File: src/sv/hexb64_pkg.sv
// ----------------------------------------------------------------------------
// hexb64_pkg
// Shared types, character constants and the Base64 alphabet map.
// ----------------------------------------------------------------------------
package hexb64_pkg;

  localparam logic [7:0] CH_EQ    = 8'h3D;  // '='
  localparam logic [7:0] CH_PLUS  = 8'h2B;  // '+'
  localparam logic [7:0] CH_SLASH = 8'h2F;  // '/'
  localparam logic [7:0] CH_UA    = 8'h41;  // 'A'
  localparam logic [7:0] CH_LA    = 8'h61;  // 'a'
  localparam logic [7:0] CH_D0    = 8'h30;  // '0'
  localparam logic [7:0] CH_NUL   = 8'h00;

  localparam logic [5:0] SX_UPPER_END = 6'd26;
  localparam logic [5:0] SX_LOWER_END = 6'd52;
  localparam logic [5:0] SX_DIGIT_END = 6'd62;

  localparam logic [2:0] NIB_LAST = 3'd5;

  // One unit of work for the emitter.
  typedef struct packed {
    logic        is_err;
    logic        flush;
    logic [1:0]  pads;
    logic [23:0] bits;
  } job_t;

  function automatic logic [7:0] sextet_char(input logic [5:0] v);
    logic [7:0] ch;
    if (v < SX_UPPER_END)      ch = CH_UA + {2'b00, v};
    else if (v < SX_LOWER_END) ch = CH_LA + {2'b00, v - SX_UPPER_END};
    else if (v < SX_DIGIT_END) ch = CH_D0 + {2'b00, v - SX_LOWER_END};
    else if (v == SX_DIGIT_END) ch = CH_PLUS;
    else                        ch = CH_SLASH;
    return ch;
  endfunction

endpackage

File: src/sv/hexb64_front.sv
// ----------------------------------------------------------------------------
// hexb64_front
// Classifies input words, packs hex nibbles and issues emitter jobs.
// ----------------------------------------------------------------------------
module hexb64_front (
  input  logic              clk,
  input  logic              rst_n,
  input  logic              acc,
  input  logic              kind,
  input  logic [7:0]        char_code,
  output logic              job_push,
  output hexb64_pkg::job_t  job
);
  import hexb64_pkg::*;

  logic [23:0] group_r, group_nxt;
  logic [2:0]  nib_r, nib_nxt;
  logic        is_space, is_hex;
  logic [3:0]  hval;
  logic [23:0] grp_ins;

  always_comb begin
    is_space = (char_code == 8'h20) || (char_code >= 8'h09 && char_code <= 8'h0D);
    is_hex   = 1'b1;
    hval     = 4'd0;
    if (char_code >= 8'h30 && char_code <= 8'h39) begin
      hval = char_code[3:0];
    end else if ((char_code >= 8'h61 && char_code <= 8'h66) ||
                 (char_code >= 8'h41 && char_code <= 8'h46)) begin
      hval = char_code[3:0] + 4'd9;
    end else begin
      is_hex = 1'b0;
    end
  end

  assign grp_ins = group_r | ({20'd0, hval} << (5'd20 - {nib_r, 2'b00}));

  always_comb begin
    group_nxt    = group_r;
    nib_nxt      = nib_r;
    job_push     = 1'b0;
    job.is_err   = 1'b0;
    job.flush    = 1'b0;
    job.pads     = 2'd0;
    job.bits     = group_r;
    if (acc) begin
      if (kind) begin
        if (nib_r != 3'd0) begin
          job_push  = 1'b1;
          job.flush = 1'b1;
          job.pads  = (nib_r <= 3'd2) ? 2'd2 : 2'd1;
          group_nxt = '0;
          nib_nxt   = '0;
        end
      end else if (!is_space) begin
        if (!is_hex) begin
          job_push   = 1'b1;
          job.is_err = 1'b1;
          group_nxt  = '0;
          nib_nxt    = '0;
        end else if (nib_r == NIB_LAST) begin
          job_push  = 1'b1;
          job.bits  = grp_ins;
          group_nxt = '0;
          nib_nxt   = '0;
        end else begin
          group_nxt = grp_ins;
          nib_nxt   = nib_r + 3'd1;
        end
      end
    end
  end

  always_ff @(posedge clk) begin
    if (!rst_n) begin
      group_r <= '0;
      nib_r   <= '0;
    end else begin
      group_r <= group_nxt;
      nib_r   <= nib_nxt;
    end
  end

endmodule

File: src/sv/hexb64_jobq.sv
// ----------------------------------------------------------------------------
// hexb64_jobq
// Small register queue of jobs between the front and the emitter.
// ----------------------------------------------------------------------------
module hexb64_jobq #(
  parameter int DEPTH = 4
) (
  input  logic              clk,
  input  logic              rst_n,
  input  logic              push,
  input  hexb64_pkg::job_t  wdata,
  output logic              full,
  input  logic              pop,
  output logic              empty,
  output hexb64_pkg::job_t  rdata
);
  import hexb64_pkg::*;

  localparam int AW = (DEPTH > 1) ? $clog2(DEPTH) : 1;
  localparam int CW = $clog2(DEPTH + 1);

  job_t          mem_r [DEPTH];
  logic [AW-1:0] wr_r, wr_nxt, rd_r, rd_nxt;
  logic [CW-1:0] cnt_r, cnt_nxt;
  logic          do_wr, do_rd;

  assign full  = (cnt_r == CW'(DEPTH));
  assign empty = (cnt_r == '0);
  assign rdata = mem_r[rd_r];
  assign do_wr = push && !full;
  assign do_rd = pop && !empty;

  always_comb begin
    wr_nxt  = wr_r;
    rd_nxt  = rd_r;
    cnt_nxt = cnt_r;
    if (do_wr) wr_nxt = (wr_r == AW'(DEPTH - 1)) ? '0 : wr_r + 1'b1;
    if (do_rd) rd_nxt = (rd_r == AW'(DEPTH - 1)) ? '0 : rd_r + 1'b1;
    if (do_wr && !do_rd) cnt_nxt = cnt_r + 1'b1;
    else if (!do_wr && do_rd) cnt_nxt = cnt_r - 1'b1;
  end

  always_ff @(posedge clk) begin
    if (do_wr) mem_r[wr_r] <= wdata;
  end

  always_ff @(posedge clk) begin
    if (!rst_n) begin
      wr_r  <= '0;
      rd_r  <= '0;
      cnt_r <= '0;
    end else begin
      wr_r  <= wr_nxt;
      rd_r  <= rd_nxt;
      cnt_r <= cnt_nxt;
    end
  end

endmodule

File: src/sv/hexb64_back.sv
// ----------------------------------------------------------------------------
// hexb64_back
// Emitter: walks a job one character per cycle into the output register, while that register is empty or popped.
// ----------------------------------------------------------------------------
module hexb64_back (
  input  logic              clk,
  input  logic              rst_n,
  input  logic              q_empty,
  input  hexb64_pkg::job_t  q_job,
  output logic              q_pop,
  output logic              out_empty,
  input  logic              out_pop,
  output logic [7:0]        out_char,
  output logic              out_last,
  output logic              out_flush,
  output logic              out_bad
);
  import hexb64_pkg::*;

  job_t       job_r;
  logic       busy_r, busy_nxt;
  logic [1:0] idx_r, idx_nxt;
  logic       ov_r, ov_nxt;
  logic [7:0] ch_r;
  logic       last_r, flush_r, bad_r;
  logic       adv, fin;
  logic [5:0] sx;
  logic [7:0] ch_c;
  logic [2:0] padsum;

  assign adv = busy_r && (!ov_r || out_pop);
  assign fin = job_r.is_err || (idx_r == 2'd3);
  assign q_pop = !q_empty && (!busy_r || (adv && fin));

  always_comb begin
    case (idx_r)
      2'd0:    sx = job_r.bits[23:18];
      2'd1:    sx = job_r.bits[17:12];
      2'd2:    sx = job_r.bits[11:6];
      default: sx = job_r.bits[5:0];
    endcase
    padsum = {1'b0, idx_r} + {1'b0, job_r.pads};
    if (job_r.is_err)          ch_c = CH_NUL;
    else if (padsum >= 3'd4)   ch_c = CH_EQ;
    else                       ch_c = sextet_char(sx);
  end

  always_comb begin
    busy_nxt = busy_r;
    idx_nxt  = idx_r;
    ov_nxt   = ov_r && !out_pop;
    if (adv) begin
      ov_nxt  = 1'b1;
      idx_nxt = idx_r + 2'd1;
      if (fin) busy_nxt = 1'b0;
    end
    if (q_pop) begin
      busy_nxt = 1'b1;
      idx_nxt  = 2'd0;
    end
  end

  always_ff @(posedge clk) begin
    if (q_pop) job_r <= q_job;
    if (adv) begin
      ch_r    <= ch_c;
      last_r  <= fin;
      flush_r <= job_r.flush;
      bad_r   <= job_r.is_err;
    end
  end

  always_ff @(posedge clk) begin
    if (!rst_n) begin
      busy_r <= 1'b0;
      idx_r  <= '0;
      ov_r   <= 1'b0;
    end else begin
      busy_r <= busy_nxt;
      idx_r  <= idx_nxt;
      ov_r   <= ov_nxt;
    end
  end

  assign out_empty = !ov_r;
  assign out_char  = ch_r;
  assign out_last  = last_r;
  assign out_flush = flush_r;
  assign out_bad   = bad_r;

endmodule

File: src/sv/hex_text_to_base64_encoder.sv
// ----------------------------------------------------------------------------
// hex_text_to_base64_encoder
// Hex text in, standard Base64 characters out.
// ----------------------------------------------------------------------------
// Input channel: push/full. A word is a hex character (kind 0) or an
// end-of-text marker (kind 1). Whitespace is dropped, a non-hex byte gives
// one word with bad_input set and clears the partial group.
// Output channel: empty/pop. Every sixth hex digit, or a flush of a partial
// group, gives four characters; last_of_group marks the fourth.
// Throughput: one input word per cycle into the packer while full is low;
// the emitter puts out one character per cycle while its output word is
// empty or being popped. Flush or error bursts can outrun the emitter; the
// job queue then fills and full is raised.
// A word that closes a group is written to the job queue at its acceptance
// edge; its first character then passes the emitter's job register and the
// output register before it shows on the output.
// Reset clears the partial group, the job queue and the output register.
// A stalled receiver holds the output word; the emitter and then the job
// queue back up before the input side stalls.
// ----------------------------------------------------------------------------
module hex_text_to_base64_encoder #(
  parameter int JOBQ_DEPTH = 4
) (
  input  logic       clk,
  input  logic       rst_n,
  input  logic       in_push,
  output logic       in_full,
  input  logic       in_kind,
  input  logic [7:0] in_char_code,
  output logic       out_empty,
  input  logic       out_pop,
  output logic [7:0] out_char,
  output logic       out_last_of_group,
  output logic       out_from_flush,
  output logic       out_bad_input
);
  import hexb64_pkg::*;

  logic acc, job_push, q_empty, q_pop;
  job_t job_in, job_out;

  assign acc = in_push && !in_full;

  hexb64_front u_front (
    .clk       (clk),
    .rst_n     (rst_n),
    .acc       (acc),
    .kind      (in_kind),
    .char_code (in_char_code),
    .job_push  (job_push),
    .job       (job_in)
  );

  hexb64_jobq #(.DEPTH(JOBQ_DEPTH)) u_jobq (
    .clk   (clk),
    .rst_n (rst_n),
    .push  (job_push),
    .wdata (job_in),
    .full  (in_full),
    .pop   (q_pop),
    .empty (q_empty),
    .rdata (job_out)
  );

  hexb64_back u_back (
    .clk       (clk),
    .rst_n     (rst_n),
    .q_empty   (q_empty),
    .q_job     (job_out),
    .q_pop     (q_pop),
    .out_empty (out_empty),
    .out_pop   (out_pop),
    .out_char  (out_char),
    .out_last  (out_last_of_group),
    .out_flush (out_from_flush),
    .out_bad   (out_bad_input)
  );

endmodule

File: config.mk
export PLATFORM = sky130hd
export DESIGN_NAME = hex_text_to_base64_encoder
export DESIGN_NICKNAME = d
export VERILOG_FILES = /design/src/sv/hexb64_pkg.sv /design/src/sv/hexb64_front.sv /design/src/sv/hexb64_jobq.sv /design/src/sv/hexb64_back.sv /design/src/sv/hex_text_to_base64_encoder.sv
export SDC_FILE = /design/constraint.sdc
export NUM_CORES = 1
export LEC_CHECK = 0
export ABC_AREA = 1
export BUFFER_PORTS_ARGS = -buffer_cell sky130_fd_sc_hd__buf_4
export CORE_AREA = 10 10 130 144
export CTS_BUF_LIST = sky130_fd_sc_hd__clkbuf_16
export CTS_CLUSTER_SIZE = 20
export DETAILED_ROUTE_END_ITERATION = 16
export DIE_AREA = 0 0 140 154
export PLACE_DENSITY = 0.72
export REMOVE_ABC_BUFFERS = 1
export SKIP_LAST_GASP = 1
export SYNTH_ARGS = -nofsm -noshare
export SYNTH_HDL_FRONTEND = slang
export SYNTH_HIERARCHICAL = 1
export SYNTH_SLANG_ARGS = --single-unit
File: constraint.sdc
create_clock -name clk -period 5.92 [get_ports clk]
set_input_delay 0.296 -clock clk [delete_from_list [all_inputs] [get_ports clk]]
set_output_delay 0.296 -clock clk [all_outputs]
set_load 0.02 [all_outputs]
==> reports/metrics.cfg, run 1 <==
[run_status]
status=finished, final reports clean

[global_routing]
gr-total-overflow=0
first_global_vias=5418
antenna_found_initial=0
grtUsageTotal=0.159
grt_max_degree=58
grt_pass1_wl_mm=27.5

[critical_path]
r2r_cells=21
cp.required_ns=6.25
cp_max_fo=29
end_kind=register
critPathArrivalTime_ns=3.46
reg2reg_to=u_jobq/cnt_r[2]$_SDFFE_PN0P_
path_class=reg -> reg
r2r-start=u_jobq/cnt_r[1]$_SDFFE_PN0P_
crit_path_start_kind=register
r2r_slack_ns=2.79

[cells_and_area]
layout-drive-gt1-share=0.148
nFillCells=1262
fin_nets=862
syn2layout_area_growth_pct=8.81
multi_input_area_mm2=0.00270
final_core_util=0.600
mostFrequentLayoutCells=edfxtp_1, nand2_1, nor2_1
antenna_cells=0
register_area_mm2=0.00534
design_area_mm2=0.00937
mostFrequentLayoutCell=edfxtp_1

[cts]
clk_path_buf_depth=2
cts_tree=built
clock_latency_ns=0.43
cts_post_setup_buffers_inserted=0
htreeDepth=4
cts_buffers=17
clockRootBuffer=clkbuf_16
clk_pin_slew_ns=0.07
cts_resized=0
cts_sinks=191
ctsHoldBuffers=0

[synthesis]
synthAdderAreaFrac=0.0387
ys_seq_area_frac=0.620
synth-simple-area-share=0.171
postSynthAreaPerCell_um2=10.6
synth.distinct_cells=37
synth-edff-count=151
synth-compound-area-share=0.0951
yosysWarnings=6
synth_top_family_by_area=simple AND/OR/NAND/NOR gates
synth_xor_area_frac=0.00712
synthMuxAreaShare=0
synth-main-ff-cell=edfxtp_1
yosysTopAreaCell=edfxtp_1
synth_area_mm2=0.00861
async_reset_ff_frac=0
syn_inst=815
ys_ff_latch=191
synth.top_cell.area_share=0.527
synth_area_leaders=edfxtp_1, dfxtp_1, nand2_1

[routing]
drc=0
vias=5724
drt-vias-per-instance=5.53
drt_iter0_markers=483
drt_wl_total_mm=17.4
postRouteAntennaNets=0
post_drt_wl_per_cell_um=16.8
drtPass1Iterations=6

[hold_path]
worstHoldPathCells=3
min_path_type=in -> reg
holdPathEnd=u_back/ov_r$_SDFF_PN0_
hp-start=out_pop

[floorplanning]
dieArea_mm2=0.0216
ios=26
start_util=0.551
die_width_um=140
die_h_um=154
core_area_mm2=0.0156
num_rows=48

[power]
leakage_nw=3.65
power_density_mw_per_mm2=472
ir_drop_uv=233

[timing]
fin_crit_ns=3.13
skew_ns=0.00684
tightestPinTransition_ns=0.945
tns_ns=0
hold_viol_final=0
rsz0062_at_grt=false
fmax_ghz=0.320
period_share=0.529
drv_slew=0
setup_ws_ns=2.79
slew_headroom=0.369
finalSetupViolations=0

[place]
hpwl_mm=11.6
postPlaceCellArea_mm2=0.00884
globalplace.congestion=0.836
post-place-ws_ns=2.72
port_buffers=25

[job]
maxCapViolCount=0

-- critical path: stages, from the launching register on --
cell     delay, ns
dfxtp_1       0.39
nor2_1        0.08
nand2_1       0.13
inv_1         0.08
nor2_2        0.14
inv_1         0.08
nor2_1        0.08
nand2_1       0.08
nand2_2       0.41
o21ai_4       0.13
inv_1         0.12
nand2_1       0.20
inv_1         0.11
ha_1          0.17
inv_1         0.07
fa_1          0.39
inv_1         0.08
nand2_1       0.07
nand3_1       0.08
nand2_1       0.05
inv_1         0.04
nor2_1        0.04
-- metrics by stage --
stage / cells / hold WS [ns] / power [W]
6_report: 1036 / 0.175 / 0.00442
5_1_grt: 1036 / 0.169 / 0.00470
4_1_cts: 1036 / 0.155 / 0.00444
3_5_place_dp: 1004 / 0.423 / 0.00343
3_3_place_gp: 1004 / 0.411 / 0.00338
2_1_floorplan: 772 / 0.400 / 0.00295
-- flip-flops by register name, indices dropped and copies added, names as in the netlist, named ones only --
register and flops:
u_back/out_flush 1, u_back/idx_r 2, u_front/group_r 24, u_back/job_r 28, u_back/ov_r 1, u_back/out_bad 1, u_front/nib_r 3, u_back/busy_r 1
u_jobq/mem_r 112, u_back/out_char 8, u_jobq/wr_r 2, u_jobq/rd_r 2, u_jobq/cnt_r 3, u_back/out_last 1
-- how the worst max path moves through the flow --
stage / from / endpoint / slack [ns]
3_5_place_dp: in_char_code[0] / u_jobq/cnt_r[2]$_SDFFE_PN0P_ / 2.72
2_1_floorplan: u_back/idx_r[0]$_SDFFE_PP0P_ / u_jobq/cnt_r[1]$_SDFFE_PN0P_ / 2.44
4_1_cts: u_jobq/cnt_r[1]$_SDFFE_PN0P_ / u_jobq/cnt_r[2]$_SDFFE_PN0P_ / 2.82
5_1_grt: u_jobq/cnt_r[1]$_SDFFE_PN0P_ / u_jobq/cnt_r[2]$_SDFFE_PN0P_ / 2.50
3_3_place_gp: in_char_code[0] / u_jobq/cnt_r[1]$_SDFFE_PN0P_ / 2.93
6_report: u_jobq/cnt_r[1]$_SDFFE_PN0P_ / u_jobq/cnt_r[2]$_SDFFE_PN0P_ / 2.79
-- cells by family (layout without fill, tap and decap cells) --
group / Yosys count / after routing
and+or+nand+nor: 322 / 322
DFF: 191 / 191
AOI/OAI and AO/OA: 141 / 141
buffers and inverters: 128 / 149
adders and majority gates: 26 / 26
xor gates and xnor gates: 7 / 7
-- metal layers --
layer | track usage | part of all wire | wire (µm)
met1 | 0.188 | 0.41 | 7180
met2 | 0.276 | 0.52 | 9020
met3 | 0.0364 | 0.053 | 924
met4 | 0.0571 | 0.017 | 294
met5 | 0 | 0 | 0
-- where the power goes --
| group | leakage [nW] | total (W) | internal (W) | switching (W) |
|---|---|---|---|---|
| combinational | 1.62 | 0.00157 | 0.000496 | 0.00108 |
| clock | 0.250 | 0.00101 | 0.000533 | 0.000477 |
| sequential | 1.78 | 0.00184 | 0.00176 | 0.0000798 |
| total | 3.65 | 0.00442 | 0.00279 | 0.00163 |
-- Yosys cell counts, types with 2 or more instances --
master	number
buf_4	3
or2_2	2
inv_1	79
xor2_1	7
nand2_4	3
nand3_2	3
o21ai_1	19
nand4_1	14
nor2_4	7
ha_1	25
buf_6	12
buf_2	3
nand2_2	11
o22ai_1	28
a21oi_1	24
inv_2	5
o21ai_0	49
or2_1	2
nand2_1	115
clkbuf_1	24
a21oi_2	12
nand3_1	35
nor2_2	11
a31oi_1	6
edfxtp_1	151
nor3_1	5
dfxtp_1	40
nor2_1	111
-- layout make-up --
class,instances,area share
Timing Repair Buffer,32,0.0256
Sequential cell,191,0.570
Clock buffer,17,0.0454
Multi-Input combinational cell,496,0.288
Tap cell,200,0.0267
Clock inverter,15,0.0103
Inverter,85,0.0341
No activity file was read; power rests on OpenSTA's default activity.
==> run 2, diff against run 1 <==
ABC_AREA = 0   (was 1)
CORE_AREA = 10 10 127 141   (was 10 10 130 144)
DIE_AREA = 0 0 137 151   (was 0 0 140 154)
PLACE_DENSITY = 0.75   (was 0.72)
clock period = 2.85 ns   (was 5.92 ns; I/O delays follow)
==> reports/metrics.cfg, run 2 <==
[synthesis]
syn_inst=539  ; -34%
async_reset_ff_frac=0  ; unchanged
ys_seq_area_frac=0.649  ; +0.0293
yosysWarnings=6  ; unchanged
synth-main-ff-cell=edfxtp_1
synthTopCellsByCount=edfxtp_1, dfxtp_1, nor2_1
synth_area_leaders=edfxtp_1, dfxtp_1, mux4_2
synth.distinct_cells=68  ; +84%
synth.top_cell.area_share=0.552  ; +0.0249
synthMostInstantiatedCell=edfxtp_1
postSynthAreaPerCell_um2=15.2  ; +44%
yosysTopAreaCell=edfxtp_1
ys_ff_latch=191  ; unchanged
synth_area_mm2=0.00822  ; -4.5%
synth-edff-count=151  ; unchanged

[critical_path]
max_stage_delay_ns=0.38  ; -0.03 ns
path_cells=ha_4, nor2_1, o21ai_0, nor2b_2, o31ai_1, ha_2, inv_1, fa_1, xor2_1, or3_1, a21boi_0
r2r_cells=11  ; -48%
cp.required_ns=3.18  ; -3.07 ns
path_class=reg -> reg
critical_path.slowest_cell=fa_1
end_kind=register
cp_max_fo=8  ; -72%
crit_path_start_kind=register
critPathArrivalTime_ns=3.06  ; -0.40 ns

[cts]
ctsHoldBuffers=0  ; unchanged
clk_pin_slew_ns=0.06  ; about the same
cts_tree=built
cts_sinks=191  ; unchanged
cts_buffers=17  ; unchanged
clockRootBuffer=clkbuf_16
clock_latency_ns=0.43  ; about the same
htreeDepth=4  ; unchanged
clk_path_buf_depth=2  ; unchanged

[place]
postPlaceCellArea_mm2=0.00873  ; -1.3%
globalplace.congestion=0.875  ; +4.7%
hpwl_mm=10.2  ; -12%
post-place-cells=759  ; -24%
port_buffers=25  ; unchanged
post-place-ws_ns=-0.102  ; -2.82 ns

[floorplanning]
core_area_mm2=0.0149  ; -4.3%
start_util=0.550  ; -0.00102
num_rows=47  ; -2.1%
die_h_um=151  ; -1.9%
die_width_um=137  ; -2.1%
ios=26  ; unchanged
dieArea_mm2=0.0207  ; -4.0%

[timing]
period_share=0.957  ; +0.429
setup_ws_ns=0.121  ; -2.67 ns
finalSetupViolations=0  ; unchanged
tightestPinTransition_ns=0.679  ; -0.266 ns
fmax_ghz=0.366  ; +15%
hold_viol_final=0  ; unchanged
skew_ns=0.00935  ; +0.00251 ns
slew_headroom=0.544  ; +0.175
drv_slew=0  ; unchanged
rsz0062_at_grt=true
fin_crit_ns=2.73  ; -0.401 ns

[run_status]
status=finished, final reports clean

[cells_and_area]
design_area_mm2=0.00927  ; -1.0%
largest_reg_flops=112  ; unchanged
final_core_util=0.621  ; +0.0208
antenna_cells=0  ; unchanged
top_regs=u_jobq/mem_r (112), u_back/job_r (28), u_front/group_r (24)
largest-register=u_jobq/mem_r
syn2layout_area_growth_pct=12.8
fin_cells=792  ; -24%
layout-drive-gt1-share=0.220  ; +0.0715
mostFrequentLayoutCells=edfxtp_1, buf_4, dfxtp_1
fin_nets=622  ; -28%
mostFrequentLayoutCell=edfxtp_1

[global_routing]
gr-total-overflow=0  ; unchanged
grt_pass1_wl_mm=24.7  ; -10%
grtUsageTotal=0.157  ; -0.00241
antenna_found_initial=0  ; unchanged
first_global_vias=4775  ; -12%
grt_max_degree=30  ; -48%

[routing]
drt_iter0_markers=365  ; -24%
post_drt_wl_per_cell_um=19.5  ; +16%
drtPass1Iterations=5  ; -1
drt-vias-per-instance=5.87  ; +6.2%
drt_wl_total_mm=15.4  ; -11%
drc=0  ; unchanged
postRouteAntennaNets=0  ; unchanged
vias=4646  ; -19%

[job]
maxCapViolCount=0  ; unchanged

[power]
power_density_mw_per_mm2=935  ; +98%
ir_drop_uv=471  ; +100%
leakage_nw=3.27  ; -10%

[hold_path]
min_path_type=in -> reg
worstHoldPathCells=3  ; unchanged

## run 2: per-layer routing
layer | track usage | vias to the layer above | share of wire
met2 | 0.281 | 122 | 0.55
met3 | 0.0378 | 23 | 0.043
li1 | - | 2155 | -
met4 | 0.0596 | 0 | 0.016
met1 | 0.175 | 2346 | 0.39
met5 | 0 | - | 0
## run 2: worst max-delay path, delay by kind of cell (launching register included)
| family | cells | cell delay [ns] |
|---|---|---|
| xor+xnor | 1 | 0.16 |
| compound gates | 3 | 0.49 |
| fa+ha+maj | 3 | 0.86 |
| buf+inv | 1 | 0.05 |
| simple gates | 3 | 0.69 |
| flops | 1 | 0.37 |
## run 2: repair_timing
action                                 CTS  global route
endpoints found under the hold margin    0             0
buffers inserted                         0             1
setup endpoints to repair                1             6
pin swaps                                0             2
resized for setup                        1             6
## run 2: final cells by class
class                      instances  area [µm²]
clock buffer                      17         425
clock inverter                    15        82.6
fill                            1081        5670
inverter                          33         124
multi-input combinational        283        2580
sequential                       191        5340
tap                              196         245
timing repair buffer              57         478
## run 2: stage by stage
stage	total power, W	setup TNS (ns)	hold slack, ns
2_1_floorplan	0.00578	-3.92	0.256
3_3_place_gp	0.00659	0	0.413
3_5_place_dp	0.00667	-0.102	0.415
4_1_cts	0.00871	0	0.0401
5_1_grt	0.00917	-0.00473	0.0441
6_report	0.00866	0	0.0576
## run 2: logic make-up after synthesis
logic type                 share of synthesized area
DFF                                            0.649
adders and majority gates                     0.0405
and+or+nand+nor                               0.0741
xor gates and xnor gates                      0.0160
buffers and inverters                         0.0403
muxes                                         0.0953
AOI/OAI and AO/OA                             0.0846
## run 2: path summary, 6_finish.rpt
| kind | from | slack, ns | end |
|---|---|---|---|
| worst max-delay path | u_back/idx_r[1]$_SDFFE_PP0P_ | 0.12 | u_jobq/cnt_r[2]$_SDFFE_PN0P_ |
| worst min-delay path | out_pop | 0.06 | u_back/ov_r$_SDFF_PN0_ |
| worst max register to register | u_back/idx_r[1]$_SDFFE_PP0P_ | 0.12 | u_jobq/cnt_r[2]$_SDFFE_PN0P_ |
| worst min register to register | u_back/job_r[26]$_DFFE_PP_ | 0.43 | u_back/out_flush$_DFFE_PP_ |
## run 2: report_power, final
part           leakage (nW)  switching (W)  internal (W)
Clock                 0.251       0.000944       0.00109
Sequential             1.72       0.000165       0.00359
Combinational          1.29        0.00160       0.00128
==> run 3, diff against run 2 <==
CORE_AREA = 10 10 127 140   (was 10 10 127 141)
DIE_AREA = 0 0 137 150   (was 0 0 137 151)
PLACE_DENSITY = 0.74   (was 0.75)
SETUP_SLACK_MARGIN = 0.2   (was not set)
SYNTH_HIERARCHICAL = not set   (was 1)
==> reports/metrics.cfg, run 3 <==
[timing]
setup_ws_ns=-0.0568  ; -0.178 ns
drv_slew=0  ; unchanged
skew_ns=0.0105  ; +0.00114 ns
fmax_ghz=0.344  ; -6.1%
tns_ns=-0.0568  ; -0.0568 ns
finalSetupViolations=1  ; +1
hold_viol_final=0  ; unchanged
fin_crit_ns=2.91  ; +0.178 ns
tightestPinTransition_ns=0.761  ; +0.0819 ns
rsz0062_at_grt=true
slew_headroom=0.489  ; -0.0545
period_share=1.02  ; +0.0625

[critical_path]
max_stage_delay_ns=0.46  ; +0.08 ns
cp_max_fo=4  ; -4
path_cells=inv_4, ha_4, a222oi_1, a21oi_2, ha_2, nor3b_2, a211o_1, nand4_1, o21ai_1, o21ai_0, a31oi_1
crit_path_start_kind=register
cp.required_ns=3.12  ; -0.06 ns
path_class=reg -> reg
critPathArrivalTime_ns=3.18  ; +0.12 ns
r2r-start=u_back.idx_r[1]$_SDFFE_PP0P_
r2r_slack_ns=-0.06  ; -0.18 ns
critical_path.slowest_cell=a222oi_1
end_kind=register
crit_start=u_back.idx_r[1]$_SDFFE_PP0P_

[place]
globalplace.congestion=0.883  ; +0.91%
post-place-cells=801  ; +5.5%
port_buffers=25  ; unchanged
hpwl_mm=11.0  ; +8.3%
postPlaceCellArea_mm2=0.00893  ; +2.3%

[routing]
drc=0  ; unchanged
vias=5017  ; +8.0%
drt-vias-per-instance=5.91  ; +0.74%
drt_iter0_markers=386  ; +5.8%
drt_wl_total_mm=16.9  ; +9.3%
drtPass1Iterations=5  ; unchanged
postRouteAntennaNets=0  ; unchanged
post_drt_wl_per_cell_um=19.9  ; +2.0%

[power]
power.switching_w=0.00353  ; +30%
switching_share=0.332  ; +0.0198
power_density_mw_per_mm2=1070  ; +14%
power.total_w=0.0106  ; +23%
power.share.clock=0.223  ; -0.012
ir_drop_uv=466  ; -1.0%
p_int_w=0.00709  ; +19%
pwr-share-seq=0.360  ; -0.073
comb_power_share=0.417  ; +0.085
leakage_nw=3.56  ; +8.8%

[job]
maxCapViolCount=0  ; unchanged

[floorplanning]
core_area_mm2=0.0149  ; unchanged
die_width_um=137  ; unchanged
dieArea_mm2=0.0206  ; -0.66%
num_rows=47  ; unchanged
ios=26  ; unchanged
start_util=0.546  ; -0.00469
die_h_um=150  ; -0.66%

[cts]
clock_latency_ns=0.43  ; about the same
cts_tree=built
clk_pin_slew_ns=0.07  ; about the same
clk_path_buf_depth=2  ; unchanged
htreeDepth=4  ; unchanged
clockRootBuffer=clkbuf_16
cts_sinks=189  ; -1.0%
cts_buffers=17  ; unchanged

[cells_and_area]
top_regs=u_jobq.mem_r (112), u_back.job_r (28), u_front.group_r (24)
syn2layout_area_growth_pct=22.2
fin_cells=849  ; +7.2%
mostFrequentLayoutCells=edfxtp_1, buf_4, nor2_1
largest_reg_flops=112  ; unchanged
antenna_cells=0  ; unchanged
design_area_mm2=0.00995  ; +7.4%
mostFrequentLayoutCell=edfxtp_1
layout-drive-gt1-share=0.322  ; +0.102
largest-register=u_jobq.mem_r
nFillCells=992  ; -8.2%
fin_nets=681  ; +9.5%

[synthesis]
synth.top_cell.area_share=0.556  ; +0.00474
synth_top_family_by_area=compound AO/OA/AOI/OAI gates
yosysWarnings=0  ; -6
synth-edff-count=151  ; unchanged
syn_inst=559  ; +3.7%
synth-compound-area-share=0.0966  ; +0.0119
synthAdderAreaFrac=0.0439  ; +0.00342
async_reset_ff_frac=0  ; unchanged
ys_seq_area_frac=0.650  ; +0.000668
ys_ff_latch=189  ; -1.0%
postSynthAreaPerCell_um2=14.6  ; -4.4%
yosysTopAreaCell=edfxtp_1
synth_area_leaders=edfxtp_1, dfxtp_1, mux4_2
synthMuxAreaShare=0.0900  ; -0.00532
synth.distinct_cells=61  ; -10%
synth_area_mm2=0.00815  ; -0.85%
synth-simple-area-share=0.0774  ; +0.00325
synth_xor_area_frac=0.0107  ; -0.00524
synthMostInstantiatedCell=edfxtp_1
synth-main-ff-cell=edfxtp_1
synthTopCellsByCount=edfxtp_1, dfxtp_1, nor2_1

[global_routing]
grtUsageTotal=0.171  ; +0.0148
gr-total-overflow=0  ; unchanged
grt_pass1_wl_mm=27.1  ; +9.6%
grt_max_degree=31  ; +3.3%
first_global_vias=5304  ; +11%
antenna_found_initial=0  ; unchanged

[hold_path]
hp-start=rst_n
min_path_type=in -> reg

[run_status]
status=finished, violations left
violations=setup timing

-- run 3: cell types whose count changed after synthesis, sizes merged, moves of 4 or more --
cell,change
inv,-12
a31oi,+12
clkbuf,+10
nand3,-5
a41o,+4
xor2,-7
nand3b,-7
o21ai,+4
and4,-4
nor2b,+9
nor2,+4
-- run 3: timing repair --
item,4_1_cts,5_1_grt
hold buffers,0,0
endpoints found under the setup margin,8,9
endpoints found under the hold margin,0,0
gates cloned,0,0
setup buffers,12,4
pin swaps,18,7
resized for setup,53,19
-- run 3: power groups by stage --
stage,sequential [W],clock (W),combinational [W]
floorplan,0.00396,0,0.00203
global placement,0.00384,0,0.00351
detailed placement,0.00385,0,0.00357
CTS,0.00382,0.00240,0.00409
global route,0.00387,0.00252,0.00478
finish,0.00382,0.00237,0.00443
-- run 3: path summary, 6_finish.rpt --
| kind | endpoint | cells after the start |
|---|---|---|
| hold / removal | u_back.ov_r$_SDFF_PN0_ | 2 |
| hold reg to reg | u_back.out_flush$_DFFE_PP_ | 0 |
| setup / recovery | u_back.out_char[5]$_SDFFCE_PP0P_ | 11 |
| setup reg to reg | u_back.out_char[5]$_SDFFCE_PP0P_ | 11 |
-- run 3: critical path, delay by kind of cell (launching register included) --
family | cells | cell delay (ns)
DFF | 1 | 0.40
buffers and inverters | 1 | 0.06
and+or+nand+nor | 2 | 0.45
AOI/OAI and AO/OA | 6 | 1.43
adders and majority gates | 2 | 0.41
-- run 3: cell type report --
type / instances / area [µm²] / share of cell area
Sequential cell: 189 / 5310 / 0.533
Inverter: 22 / 88.8 / 0.00892
Clock inverter: 15 / 181 / 0.0182
Tap cell: 196 / 245 / 0.0246
Multi-Input combinational cell: 308 / 2840 / 0.285
Timing Repair Buffer: 102 / 867 / 0.0871
Clock buffer: 17 / 425 / 0.0427
-- run 3: through the flow --
step                       util  hold slack [ns]  setup slack (ns)
after floorplan               -            0.260            -0.285
after global placement    0.598            0.417            -0.198
after detailed placement  0.598            0.415            -0.265
after CTS                 0.659           0.0365             0.139
after global routing      0.666           0.0378            -0.155
final                     0.666           0.0552           -0.0568
-- run 3: cell families (layout without fill, tap and decap cells) --
family                     Yosys count  count (layout)
DFF                                189             189
and+or+nand+nor                    120             120
AOI/OAI and AO/OA                  112             112
buffers and inverters               62             156
muxes                               38              38
adders and majority gates           28              28
xor gates and xnor gates            10              10
-- run 3: routing by layer --
layer  track usage  vias to the layer above  part of all wire
li1              -                     2309                 -
met1         0.194                     2495              0.39
met2         0.298                      180              0.53
met3        0.0419                       33             0.055
met4        0.0759                        0             0.026
met5             0                        -                 0
